===== src/design/lzwe_pkg.sv =====
// Shared constants, types and helper functions of the LZW encoder.
// No dependencies; the divider, packer and encoder top refer to it by scoped names.
package lzwe_pkg;

  localparam int MAX_CODE_BITS   = 12;
  localparam int START_CODE_BITS = 9;
  localparam int TABLE_ENTRIES   = 5021;

  localparam int IDX_W   = $clog2(TABLE_ENTRIES);
  localparam int PRB_W   = $clog2(TABLE_ENTRIES + 1);
  localparam int EPOCH_W = 4;
  localparam int CW_W    = 4;
  localparam int DVD_W   = 39;
  localparam int HASH_FOLDS = (2 ** MAX_CODE_BITS + TABLE_ENTRIES - 1) / TABLE_ENTRIES;

  localparam logic [MAX_CODE_BITS-1:0] CODE_CLEAR = MAX_CODE_BITS'(256);
  localparam logic [MAX_CODE_BITS-1:0] CODE_END   = MAX_CODE_BITS'(257);
  localparam logic [MAX_CODE_BITS:0]   CODE_FIRST = (MAX_CODE_BITS + 1)'(258);
  localparam logic [15:0]              RATIO_START = 16'd100;
  localparam logic [15:0]              CHECK_RESET = 16'd100;
  localparam logic [31:0]              CHECKPOINT_RESET = 32'd100;

  typedef struct packed {
    logic [EPOCH_W-1:0]       epoch;
    logic [MAX_CODE_BITS-1:0] code;
    logic [MAX_CODE_BITS-1:0] prefix;
    logic [7:0]               chr;
  } entry_t;

  localparam int WORD_W = $bits(entry_t);

  typedef enum logic {
    PACK_EMIT,
    PACK_FINISH
  } pack_op_e;

  typedef struct packed {
    logic                     valid;
    pack_op_e                 op;
    logic [MAX_CODE_BITS-1:0] code;
    logic [CW_W-1:0]          width;
    logic                     last;
  } pack_cmd_t;

  typedef struct packed {
    logic busy;
    logic byte_pulse;
  } pack_sts_t;

  function automatic logic [31:0] sat_add32(logic [31:0] a, logic [31:0] b);
    logic [32:0] s;
    s = {1'b0, a} + {1'b0, b};
    return s[32] ? 32'hFFFF_FFFF : s[31:0];
  endfunction

  // Fold (char, prefix) into a home slot with HASH_FOLDS compare-subtract steps.
  function automatic logic [IDX_W-1:0] hash_index(logic [MAX_CODE_BITS-1:0] prefix,
                                                  logic [7:0] ch);
    logic [MAX_CODE_BITS-1:0] v;
    v = {ch, {(MAX_CODE_BITS - 8){1'b0}}} ^ prefix;
    for (int i = 0; i < HASH_FOLDS; i++) begin
      if (32'(v) >= TABLE_ENTRIES) begin
        v = v - MAX_CODE_BITS'(TABLE_ENTRIES);
      end
    end
    return IDX_W'(v);
  endfunction

endpackage


===== src/design/lzwe_div.sv =====
// Restoring divider, one quotient bit per cycle, for the ratio check.
// Depends on lzwe_pkg.
module lzwe_div (
  input  logic                     clk_i,
  input  logic                     rst_ni,
  input  logic                     start_i,
  input  logic [lzwe_pkg::DVD_W-1:0] dividend_i,
  input  logic [31:0]              divisor_i,
  output logic                     done_o,
  output logic [lzwe_pkg::DVD_W-1:0] quot_o
);

  localparam int CNT_W = $clog2(lzwe_pkg::DVD_W + 1);

  logic                       run_q, run_d;
  logic                       done_q, done_d;
  logic [CNT_W-1:0]           cnt_q, cnt_d;
  logic [32:0]                rem_q, rem_d;
  logic [lzwe_pkg::DVD_W-1:0] quo_q, quo_d;
  logic [31:0]                dsr_q, dsr_d;
  logic [32:0]                rem_sh;

  always_comb begin
    run_d  = run_q;
    done_d = 1'b0;
    cnt_d  = cnt_q;
    rem_d  = rem_q;
    quo_d  = quo_q;
    dsr_d  = dsr_q;
    rem_sh = {rem_q[31:0], quo_q[lzwe_pkg::DVD_W-1]};
    if (start_i) begin
      run_d = 1'b1;
      cnt_d = '0;
      rem_d = '0;
      quo_d = dividend_i;
      dsr_d = divisor_i;
    end else if (run_q) begin
      quo_d = {quo_q[lzwe_pkg::DVD_W-2:0], 1'b0};
      if (rem_sh >= {1'b0, dsr_q}) begin
        rem_d    = rem_sh - {1'b0, dsr_q};
        quo_d[0] = 1'b1;
      end else begin
        rem_d = rem_sh;
      end
      cnt_d = cnt_q + 1'b1;
      if (cnt_q == CNT_W'(lzwe_pkg::DVD_W - 1)) begin
        run_d  = 1'b0;
        done_d = 1'b1;
      end
    end
  end

  always_ff @(posedge clk_i or negedge rst_ni) begin
    if (!rst_ni) begin
      run_q  <= 1'b0;
      done_q <= 1'b0;
      cnt_q  <= '0;
    end else begin
      run_q  <= run_d;
      done_q <= done_d;
      cnt_q  <= cnt_d;
    end
  end

  always_ff @(posedge clk_i) begin
    rem_q <= rem_d;
    quo_q <= quo_d;
    dsr_q <= dsr_d;
  end

  assign done_o = done_q;
  assign quot_o = quo_q;

endmodule


===== config.mk =====
export PLATFORM = sky130hd
export DESIGN_NAME = lzwe_div
export DESIGN_NICKNAME = d
export VERILOG_FILES = /design/src/design/lzwe_pkg.sv /design/src/design/lzwe_div.sv
export SDC_FILE = /design/constraint.sdc
export NUM_CORES = 1
export LEC_CHECK = 0
export ABC_AREA = 1
export BUFFER_PORTS_ARGS = -buffer_cell sky130_fd_sc_hd__buf_2
export CAP_MARGIN = 20
export CORE_ASPECT_RATIO = 1.5
export CORE_MARGIN = 4
export CORE_UTILIZATION = 40
export CTS_CLUSTER_DIAMETER = 40
export CTS_CLUSTER_SIZE = 28
export DETAILED_ROUTE_END_ITERATION = 8
export SLEW_MARGIN = 15
export SYNTH_ARGS = -nofsm -noshare
export SYNTH_HDL_FRONTEND = slang
export SYNTH_SLANG_ARGS = --single-unit

===== constraint.sdc =====
create_clock -name clk_i -period 7.16 [get_ports clk_i]
set_input_delay 1.432 -clock clk_i [delete_from_list [all_inputs] [get_ports clk_i]]
set_output_delay 1.432 -clock clk_i [all_outputs]
set_load 0.02 [all_outputs]

==> results.py <==
metrics = {
    "placed_design": {
        "placed_area_sq_mm": 0.007836,
        "post-dp-hpwl_mm": 14.46,
        "dp_slack_ps": 3494,
        "place_congestion": 0.9087,
        "portBuffers": 113,
    },
    "power": {
        "power_density_mw_per_mm2": 315.2,
        "irDropWorstVdd_uv": 135.5,
        "p_leak_nw": 4.434,
    },
    "cells_and_area": {
        "finalNetCount": 1212,
        "fillers": 1849,
        "area_delta_synth_final_pct": 14.82,
        "drive_gt1_frac": 0.1417,
        "layout.area.seq_sq_mm": 0.002973,
        "fin_area_sq_mm": 0.008133,
        "multi_input_area_sq_mm": 0.003329,
        "num_antenna_cells": 0,
    },
    "global_routing": {
        "grt_max_degree": 59,
        "track_usage": 0.1998,
        "overflow": 0,
        "grt_first_pass_wirelength_mm": 31.02,
        "antenna_found_initial": 0,
        "grt_pass1_vias": 6387,
    },
    "sta": {
        "fmax_mhz": 308.3,
        "final_max_slew_viol_count": 0,
        "rsz0062_at_grt": "false",
        "min_period_ps": 3243,
        "setup_slack_ps": 3917,
        "setup_tns_ps": 0,
        "relSlewSlack": 0.3062,
        "fin_skew_ps": 10.34,
        "hold_violations": 0,
        "setup_viol_count_final": 0,
        "fin_crit_sh": 0.4529,
        "worstMarginPinSlew_ps": 1041,
    },
    "route": {
        "wl_mm": 18.99,
        "post_drt_wl_per_cell_microns": 14.37,
        "vias": 6324,
        "drt_iter0_drc": 323,
        "drc": 0,
        "firstDrtPassIters": 5,
        "final_antenna_net_count": 0,
        "routed_via_density": 4.787,
    },
    "setup_path": {
        "crit_end": "quot_o[24]$_DFFE_PP_",
        "reg2reg_to": "rem_q[14]$_SDFFE_PP0P_",
        "path_max_fanout": 58,
        "reg2reg_from": "dsr_q[24]$_DFFE_PP_",
        "ff2ff_path_depth": 16,
        "crit_type": "in -> reg",
        "crit_arrival_ps": 3240,
        "worstPathRequired_ps": 7160,
        "crit_start": "start_i",
        "end_kind": "flip-flop",
        "ff2ff_setup_slack_ps": 4270,
        "setup.worst_path.start_class": "primary input",
    },
    "status": {
        "status": "complete, no violations",
    },
    "synthesis": {
        "async_reset_ff_frac": 0.07207,
        "ys_types": 34,
        "synth_area_leaders": "edfxtp_1, nand2_1, inv_1",
        "ys_warn_count": 0,
        "synth_edf_count": 71,
        "synth.top_cell.area_share": 0.3010,
        "avgSynthCellArea_sq_um": 7.097,
        "synth_flop_cell": "edfxtp_1",
        "yosysSeqAreaShare": 0.4197,
        "synth_area_leader_cell": "edfxtp_1",
        "synth_seq_cells": 111,
        "synth_fp_nets": 1107,
        "synthesis.area_sq_mm": 0.007083,
        "synthCells": 998,
    },
    "die": {
        "die_h_microns": 171.0,
        "rows": 59,
        "fp.dieW_microns": 116.7,
        "pin_count": 114,
        "fp.coreArea_sq_mm": 0.01735,
        "dieArea_sq_mm": 0.01994,
        "start_util": 0.4083,
    },
    "clock_tree": {
        "cts-resized-gates": 0,
        "root_buffer": "clkbuf_16",
        "post_cts_buffers": 0,
        "htreeDepth": 3,
        "clkTransAtPathRegs_ps": 80,
        "cts_buffer_depth": 2,
        "cts_buffers": 9,
        "holdBufCountCts": 0,
        "cts_tree": "built",
        "cts_num_sinks": 111,
        "insertion_delay_ps": 370,
    },
    "hold_path": {
        "hold_class": "reg -> reg",
        "worstHoldPathCells": 2,
    },
    "flow_run": {
        "max_cap_violations": 0,
    },
}
-- power breakdown --
part	total, mW	leakage (nW)	internal (mW)	switching (mW)
combinational	1.19	3.18	0.416	0.772
sequential	0.861	1.11	0.794	0.0668
clock	0.514	0.139	0.247	0.267
-- worst min path at each step --
stage / from / slack, ps / end
finish: rem_q[25]$_SDFFE_PP0P_ / 470 / rem_q[25]$_SDFFE_PP0P_
floorplan: rem_q[31]$_SDFFE_PP0P_ / 440 / rem_q[31]$_SDFFE_PP0P_
global placement: rem_q[25]$_SDFFE_PP0P_ / 460 / rem_q[25]$_SDFFE_PP0P_
detailed placement: rem_q[21]$_SDFFE_PP0P_ / 460 / rem_q[21]$_SDFFE_PP0P_
CTS: rem_q[21]$_SDFFE_PP0P_ / 480 / rem_q[21]$_SDFFE_PP0P_
global route: rem_q[31]$_SDFFE_PP0P_ / 500 / rem_q[31]$_SDFFE_PP0P_
-- Yosys cell counts (3+ instances only) --
cell	number
dfxtp_1	32
buf_2	9
nand2_1	412
buf_6	3
o21ai_0	13
nor3_1	7
nand2_2	6
clkbuf_1	12
nor2_2	6
xnor2_1	13
nand3_1	75
nand4_1	3
o21bai_1	4
edfxtp_1	71
inv_1	175
nand3b_1	22
o21ai_1	11
nor2_1	40
a21oi_1	26
ha_1	34
dfrtp_1	8
-- state kept, by name, indices dropped and copies added (netlist names) --
signal / cells
run_q: 1
done_o: 1
rem_q: 32
quot_o: 39
cnt_q: 6
dsr_q: 32
-- routing by layer --
metal	part of all wire	vias to the layer above	GRT usage
met5	0	-	0
met4	0.039	0	0.09581
met3	0.044	40	0.03468
met2	0.53	148	0.3705
met1	0.39	2833	0.2150
li1	-	3303	-
-- cells in the final DEF, fill, tap and decap left out, types with 4 or more instances in the layout --
cell / synthesis / routed
nand3_1: 75 / 75
nand3b_1: 22 / 22
nor2_2: 6 / 6
nand2_1: 412 / 412
nor3_1: 7 / 7
buf_4: 0 / 5
inv_1: 175 / 174
dfrtp_1: 8 / 8
nand2_2: 6 / 6
o21ai_1: 11 / 11
nor2_1: 40 / 39
o21bai_1: 4 / 4
xnor2_1: 13 / 13
edfxtp_1: 71 / 71
clkbuf_16: 0 / 9
dfxtp_1: 32 / 32
buf_2: 9 / 113
o21ai_0: 13 / 13
ha_1: 34 / 34
a21oi_1: 26 / 26
-- logic make-up after synthesis --
family                     after synthesis  share of synthesized area
buffers and inverters                  201                     0.1113
adders and majority gates               35                    0.06289
AOI/OAI and AO/OA                       56                    0.04151
and+or+nand+nor                        581                     0.3473
xor gates and xnor gates                14                    0.01731
DFF                                    111                     0.4197
-- critical path, stage by stage --
cell,delay [ps]
buf_2,750
nor2_1,80
buf_4,250
inv_2,60
buf_4,590
-- cell type report --
cell class                 instances  area share
clock buffer                       9     0.02769
clock inverter                     7    0.008769
inverter                         177     0.08169
multi-input combinational        686      0.4094
sequential                       111      0.3655
tap                              213     0.03277
timing repair buffer             118     0.07415
-- metrics by stage --
stage                     instances  hold WS [ps]  utilization  power [mW]
final                          1321         471.1       0.4688       2.563
after global routing           1321         495.1       0.4688       2.782
after CTS                      1321         475.4       0.4688       2.588
after detailed placement       1305         461.5       0.4517       2.070
after global placement         1305         460.7       0.4517       2.062
after floorplan                 998         440.2            -       1.757
Note: power is estimated with default switching activity, not from simulation.
