<file path="config.mk">
export PLATFORM = sky130hd
export DESIGN_NAME = lzwe_ram
export DESIGN_NICKNAME = d
export VERILOG_FILES = /design/src/design/lzwe_ram.sv
export SDC_FILE = /design/constraint.sdc
export NUM_CORES = 1
export LEC_CHECK = 0
export CORE_UTILIZATION = 40
export CTS_BUF_LIST = sky130_fd_sc_hd__clkbuf_2 sky130_fd_sc_hd__clkbuf_4 sky130_fd_sc_hd__clkbuf_8
export CTS_CLUSTER_SIZE = 30
export DETAILED_ROUTE_END_ITERATION = 10
export DONT_BUFFER_PORTS = 1
export SYNTH_ARGS = -nofsm -noshare
export SYNTH_HDL_FRONTEND = slang
export SYNTH_SLANG_ARGS = --single-unit
</file>
<file path="constraint.sdc">
create_clock -name clk_i -period 2.8 [get_ports clk_i]
set_input_delay 0 -clock clk_i [delete_from_list [all_inputs] [get_ports clk_i]]
set_output_delay 0 -clock clk_i [all_outputs]
set_load 0.01 [all_outputs]
</file>
<file path="src/design/lzwe_ram.sv">
// Generic single-write, single-read synchronous RAM with registered read data.
// No dependencies.
module lzwe_ram #(
  parameter int DEPTH = 16,
  parameter int WIDTH = 8,
  parameter int AW    = 4
) (
  input  logic             clk_i,
  input  logic             we_i,
  input  logic [AW-1:0]    waddr_i,
  input  logic [WIDTH-1:0] wdata_i,
  input  logic             re_i,
  input  logic [AW-1:0]    raddr_i,
  output logic [WIDTH-1:0] rdata_o
);

  logic [WIDTH-1:0] mem [DEPTH];

  always_ff @(posedge clk_i) begin
    if (we_i) begin
      mem[waddr_i] <= wdata_i;
    end
    if (re_i) begin
      rdata_o <= mem[raddr_i];
    end
  end

endmodule

</file>
==> PnR_summary.wiki, run 1 <==
{| class="wikitable"
! Metric !! Value
|-
| Critical path, cell by cell || dlygate4sd3_1 -> mux4_2 -> dlygate4sd3_1 -> a22oi_1 -> nand2_1
|-
| Count of endpoints failing setup in the final report || 0
|-
| Clock tree root driver cell || sky130_fd_sc_hd__clkbuf_8
|-
| Detailed Place HPWL || 5990 um
|-
| Launch instance of the worst register-to-register path || mem[15][5]
|-
| Crit-path slowest cell || sky130_fd_sc_hd__dlygate4sd3_1
|-
| Sink of the worst hold path || rdata_o[3]
|-
| Clock sink count || 136
|-
| Most used cells in the layout excluding fill and tap cells || sky130_fd_sc_hd__edfxtp_1 (136), sky130_fd_sc_hd__mux4_2 (18), sky130_fd_sc_hd__clkbuf_8 (17)
|-
| Gpl congestion || 0.660
|-
| Share of final-layout standard cells stronger than drive strength 1 || 0.201
|-
| Detail Route Antenna Nets || 0
|-
| Slew at the pin with the worst max-slew slack || 0.963 ns
|-
| Worst Hold Depth || 3
|-
| Max capacitance violation total || 0
|-
| Fin. Hold Viols || 0
|-
| Cell repeated most along the worst path || sky130_fd_sc_hd__dlygate4sd3_1
|-
| Post-synthesis net count || 248
|-
| Total of flip-flops plus latches after synthesis || 136
|-
| Post-route setup slack || 0.802 ns
|-
| Largest net degree at the start of global routing || 33
|-
| Die span in x || 116 um
|-
| Area used by sequential logic in the layout || 4080 sq um
|-
| Worst r2r path cells || 4
|-
| Iteration-0 DRC Markers || 144
|-
| Total Die Area || 13500 sq um
|-
| H-Tree Level Count || 4
|-
| Peak clock frequency supported by timing || 500 MHz
|-
| Average instance area after synthesis || 22.8 sq um
|-
| Final clock skew || 0.00950 ns
|-
| Initial antenna violation count || 1
|-
| GR Overflow Total || 0
|-
| Clock tree from TritonCTS || done
|-
| Largest stage delay, worst path || 0.97 ns
|-
| Post-route setup TNS || 0 ns
|-
| Worst min path class || in2reg
|-
| Power density over the cells || 665 nW/um^2
|-
| Number of global-route vias before repair || 2372
|-
| Detailed Routing Iterations Pass 1 || 4
|-
| Post-route minimum period || 2.00 ns
|-
| Port Buffer Count || 0
|-
| Multi-input gate area in the final layout || 1060 sq um
|-
| Number of pins exceeding their max-slew limit in the final report || 0
|-
| P_leak || 0.00188 uW
|-
| Global-route wire length before repair || 14600 um
|-
| Critical path capture point type || register
|-
| Clock edge transition at the registers on the reported setup and hold paths || 0.07 ns
|-
| Crit Path Category || in2reg
|-
| Later-pin clock latency in the skew report || 0.42 ns
|-
| Number of nets in the final layout || 275
|-
| Critical Path Fanout Max || 21
|-
| Total power of the final layout || 3910 uW
|-
| Max-slew headroom || 0.356
|-
| Post-placement setup slack || 1.18 ns
|-
| Maximum ir drop on the vdd rail || 399 uV
|-
| Count of boundary I/O pins || 27
|-
| Area growth syn-to-layout || 12.7%
|-
| Sequential fraction of the synthesis area || 0.781
|-
| Worst r2r dst || rdata_o[5]
|-
| Data required time at the worst endpoint || 2.97 ns
|-
| All-layer global routing usage || 0.160
|-
| Max Root-Sink Buffers || 2
|-
| Detailed-route wire length per cell || 22.1 um
|-
| DRC viols || 0
|-
| Initial Utilization || 0.413
|-
| Via Count || 2343
|-
| Cts repair resizes || 0
|-
| Startpoint Class || primary input
|-
| Fill cells || 1073
|-
| Count of cell types in the netlist || 18
|-
| Final cell utilization of the core || 0.465
|-
| Cell area after synthesis || 5230 sq um
|-
| Floorplan core area || 12700 sq um
|-
| Clock buffer count from CTS || 17
|-
| Data arrival time of the critical path || 2.16 ns
|-
| DR vias/cell || 5.30
|-
| Most common cell after layout, fill and taps aside || sky130_fd_sc_hd__edfxtp_1
|-
| Fin crit share || 0.714
|-
| Die span in y || 116 um
|-
| Final WL || 9760 um
|-
| RSZ-0062 raised after global routing || no
|-
| Yosys warnings || 0
|-
| Cells after Synth || 229
|-
| Critical hold path startpoint || raddr_i[1]
|-
| Run status || finished clean
|-
| Register-to-register setup slack || 0.94 ns
|-
| FP Rows || 41
|}
[synth_stat cells]
cell type	number	area, sq um
sky130_fd_sc_hd__and2_1	1	6.26
sky130_fd_sc_hd__nand2_1	9	33.8
sky130_fd_sc_hd__edfxtp_1	136	4080
sky130_fd_sc_hd__clkdlybuf4s25_2	3	30.0
sky130_fd_sc_hd__a22oi_1	16	120
sky130_fd_sc_hd__buf_6	3	33.8
sky130_fd_sc_hd__nor2b_1	1	6.26
sky130_fd_sc_hd__mux4_1	14	368
sky130_fd_sc_hd__or3b_2	1	8.76
sky130_fd_sc_hd__nand2b_1	2	12.5
sky130_fd_sc_hd__nor3_1	4	20.0
sky130_fd_sc_hd__mux4_2	18	405
sky130_fd_sc_hd__nand3b_1	2	15.0
sky130_fd_sc_hd__nor2_1	13	48.8
sky130_fd_sc_hd__nand3_1	1	5.00
sky130_fd_sc_hd__and2b_1	1	7.51
sky130_fd_sc_hd__buf_4	1	7.51
sky130_fd_sc_hd__buf_2	3	15.0
[final cells by class]
cell class,instances,area share
clock buffers,17,0.0397
repair buffers,18,0.0289
well taps,172,0.0365
diodes,1,0.000425
multi-input cells,83,0.179
flip-flops and latches,136,0.693
clock inverters,15,0.0217
[what timing repair did]
| item | 4_1_cts | 5_1_grt |
|---|---|---|
| hold endpoints to repair | 174 | 0 |
| hold buffers | 14 | 0 |
| setup buffers | 0 | 0 |
[per-layer routing]
| layer | track usage | wire length [um] | up-vias | part of all wire |
|---|---|---|---|---|
| li1 | - | - | 1039 | - |
| met1 | 0.225 | 4300 | 1212 | 0.44 |
| met2 | 0.241 | 4640 | 82 | 0.48 |
| met3 | 0.0441 | 679 | 10 | 0.070 |
| met4 | 0.0521 | 137 | 0 | 0.014 |
| met5 | 0 | 0 | - | 0 |
[power by group]
group	internal, uW	total [uW]	switching, uW
clock network	701	1440	735
logic	78.0	169	90.8
registers	2290	2310	17.2
[through the flow]
stage                     std cells  instance area [sq um]  hold slack [ns]
after floorplan                 229                   5230           0.0989
after global routing            441                   5890          0.00745
final                           442                   5890           0.0156
after global placement          395                   5390            0.100
after CTS                       441                   5890          0.00338
after detailed placement        395                   5390           0.0997
[worst max-delay path by stage]
stage,from,endpoint,slack [ns],cells after the start
after global placement,waddr_i[2],mem[2][3],1.18,2
final,raddr_i[1],rdata_o[5],0.80,5
after global routing,raddr_i[1],rdata_o[5],0.77,5
after CTS,raddr_i[1],rdata_o[5],0.84,5
after floorplan,waddr_i[2],mem[0][0],1.31,2
after detailed placement,waddr_i[2],mem[2][3],1.18,2
[state kept, by name (all words and copies together) (netlist names)]
name,count
mem,128
rdata_o,8
[worst max-delay path: cells and delay by family]
kind	cells	cell delay, ns
buffers and inverters	2	1.54
muxes	1	0.40
and+or+nand+nor	1	0.07
AOI/OAI and AO/OA	1	0.14
[cell families after synthesis]
| group | synth area share |
|---|---|
| AND/OR/NAND/NOR | 0.0314 |
| flip-flops | 0.781 |
| multiplexers | 0.148 |
| buffers and inverters | 0.0165 |
| AO/OA/AOI/OAI | 0.0230 |
Note: power is estimated with default switching activity, not from simulation.
==> run 2, diff against run 1 <==
==> constraint.sdc (replaced) <==
create_clock -name clk_i -period 2.1 [get_ports clk_i]
set_input_delay 0 -clock clk_i [delete_from_list [all_inputs] [get_ports clk_i]]
set_output_delay 0 -clock clk_i [all_outputs]
set_load 0.01 [all_outputs]
==> run 2 against run 1 <==
Critical path depth down 1; power increased by 37%; routed wire length grew 4.8%; global-route usage rose by 1.2 points; count of clock-buffer cells in the layout stayed put; via count rose by 2.3%; critical endpoint is now rdata_o[1]; largest power group unchanged.
==> PnR_summary.wiki, run 2 (synthesis gave the netlist of run 1 again) <==
{| class="wikitable"
! Metric !! Value
|-
| Critical path, cell by cell || mux4_1 -> dlygate4sd3_1 -> a22oi_1 -> nand2_1
|-
| Clock edge transition at the registers on the reported setup and hold paths || 0.07 ns (about the same)
|-
| Maximum ir drop on the vdd rail || 356 uV (-11%)
|-
| Share of final-layout standard cells stronger than drive strength 1 || 0.238 (+0.0368)
|-
| DRC viols || 0 (unchanged)
|-
| P_leak || 0.00196 uW (+4.3%)
|-
| Peak clock frequency supported by timing || 515 MHz
|-
| Post-placement setup slack || 0.602 ns (-0.582 ns)
|-
| Gpl congestion || 0.666 (+0.85%)
|-
| Number of pins exceeding their max-slew limit in the final report || 0 (unchanged)
|-
| Regs by FF count || mem: 128 flops, rdata_o: 8 flops
|-
| Detailed Routing Iterations Pass 1 || 4 (unchanged)
|-
| Post-route setup TNS || 0 ns (unchanged)
|-
| Critical hold path startpoint || raddr_i[1]
|-
| Power density over the cells || 891 nW/um^2 (+34%)
|-
| Run status || finished clean
|-
| Total Die Area || 13500 sq um (unchanged)
|-
| Clock tree from TritonCTS || done
|-
| Crit-path slowest cell || sky130_fd_sc_hd__dlygate4sd3_1
|-
| Most used cells in the layout excluding fill and tap cells || sky130_fd_sc_hd__edfxtp_1 (136), sky130_fd_sc_hd__mux4_2 (18), sky130_fd_sc_hd__clkbuf_8 (17)
|-
| RSZ-0062 raised after global routing || no
|-
| Initial antenna violation count || 0 (-1)
|-
| Critical Path Fanout Max || 1 (-95%)
|-
| Port Buffer Count || 0 (unchanged)
|-
| Total of hold buffers inserted after clock tree synthesis || 15 (+1)
|-
| Fin crit share || 0.925
|-
| Fill cells || 1031 (-3.9%)
|-
| Via Count || 2397 (+2.3%)
|-
| Buffer count from post-CTS setup fixing || 0 (unchanged)
|-
| Iteration-0 DRC Markers || 163 (+13%)
|-
| H-Tree Level Count || 4 (unchanged)
|-
| Final WL || 10200 um (+4.8%)
|-
| Total inserted antenna cells || 0 (-1)
|-
| Die span in y || 116 um (unchanged)
|-
| Max Root-Sink Buffers || 2 (unchanged)
|-
| Cts repair resizes || 0 (unchanged)
|-
| Number of global-route vias before repair || 2514 (+6.0%)
|-
| Fin. Hold Viols || 0 (unchanged)
|-
| Detailed-route wire length per cell || 22.5 um (+2.0%)
|-
| Clock buffer count from CTS || 17 (unchanged)
|-
| Detail Route Antenna Nets || 0 (unchanged)
|-
| Crit Path Category || reg2reg
|-
| Global-route wire length before repair || 15400 um (+5.4%)
|-
| Number of nets in the final layout || 288 (+4.7%)
|-
| Clock tree root driver cell || sky130_fd_sc_hd__clkbuf_8
|-
| Area growth syn-to-layout || 15.3%
|-
| Slew at the pin with the worst max-slew slack || 0.812 ns (-0.151 ns)
|-
| Worst min path class || in2reg
|-
| Hold_ws || 0.0221 ns (+0.00647 ns)
|-
| Floorplan core area || 12700 sq um (unchanged)
|-
| Largest stage delay, worst path || 0.58 ns (-0.39 ns)
|-
| Die span in x || 116 um (unchanged)
|-
| Final clock skew || 0.00951 ns (+0.0000164 ns)
|-
| Largest net degree at the start of global routing || 30 (-9.1%)
|-
| Later-pin clock latency in the skew report || 0.42 ns (about the same)
|-
| Total power of the final layout || 5370 uW (+37%)
|-
| Detailed Place HPWL || 6060 um (+1.2%)
|-
| FP Rows || 41 (unchanged)
|-
| Post-route setup slack || 0.157 ns (-0.645 ns)
|-
| Max capacitance violation total || 0 (unchanged)
|-
| Critical path capture point type || register
|-
| Count of boundary I/O pins || 27 (unchanged)
|-
| Clock sink count || 136 (unchanged)
|-
| All-layer global routing usage || 0.171 (+0.0119)
|-
| GR Overflow Total || 0 (unchanged)
|-
| Post-route minimum period || 1.94 ns
|-
| Startpoint Class || register
|-
| DR vias/cell || 5.28 (-0.40%)
|-
| CP startpoint || mem[1][1]
|-
| Max-slew headroom || 0.458 (+0.102)
|-
| Data required time at the worst endpoint || 2.27 ns (-0.70 ns)
|-
| Register name with the most flops || mem
|-
| Launch instance of the worst register-to-register path || mem[1][1]
|-
| Flip-flop count of the largest register after layout || 128 (unchanged)
|-
| Initial Utilization || 0.413 (unchanged)
|-
| Count of endpoints failing setup in the final report || 0 (unchanged)
|-
| Data arrival time of the critical path || 2.11 ns (-0.05 ns)
|-
| Most common cell after layout, fill and taps aside || sky130_fd_sc_hd__edfxtp_1
|}
[run 2: cell count changes in the layout (fill, tap and decap cells not counted)]
cell / before / now
sky130_fd_sc_hd__inv_6: 2 / 1
sky130_fd_sc_hd__diode_2: 1 / 0
sky130_fd_sc_hd__clkinv_2: 5 / 3
sky130_fd_sc_hd__buf_4: 4 / 16
sky130_fd_sc_hd__clkinvlp_4: 1 / 2
sky130_fd_sc_hd__buf_12: 0 / 1
sky130_fd_sc_hd__clkinv_4: 5 / 6
sky130_fd_sc_hd__bufinv_16: 1 / 2
[run 2: final timing paths]
path / to / slack [ns] / depth (start not counted)
worst max-delay path: rdata_o[1] / 0.16 / 4
worst min-delay path: rdata_o[4] / 0.02 / 3
worst max register to register: rdata_o[1] / 0.16 / 4
worst min register to register: rdata_o[6] / 0.77 / 3
[run 2: where the power goes]
group,internal [uW],leakage (uW),switching [uW]
combinational,112,0.000526,130
clock,1060,0.000193,994
sequential,3060,0.00124,23.6
[run 2: metal layers]
metal  wire (um)  GRT usage  part of all wire  vias up
met1        4540      0.229              0.44     1254
met5           0          0                 0        -
li1            -          -                 -     1060
met2        4980      0.262              0.49       74
met3         577     0.0592             0.056        9
met4         131     0.0615             0.013        0
[run 2: critical path: cells and delay by family (launching register included)]
family	cells	cell delay [ns]
buffers and inverters	1	0.58
multiplexers	1	0.51
AND/OR/NAND/NOR	1	0.07
flip-flops	1	0.35
AO/OA/AOI/OAI	1	0.18
[run 2: cell type report]
type | instances | area, sq um | share of cell area
repair buffers | 31 | 280 | 0.0465
well taps | 172 | 215 | 0.0357
flip-flops and latches | 136 | 4080 | 0.678
clock inverters | 15 | 155 | 0.0257
clock buffers | 17 | 234 | 0.0388
multi-input cells | 83 | 1060 | 0.175
[run 2: metrics by stage]
stage / cell area, sq um / utilization / std cells
2_1_floorplan: 5230 / - / 229
3_3_place_gp: 5480 / 0.432 / 407
3_5_place_dp: 5480 / 0.432 / 407
4_1_cts: 6030 / 0.476 / 454
5_1_grt: 6030 / 0.476 / 454
6_report: 6030 / 0.476 / 454
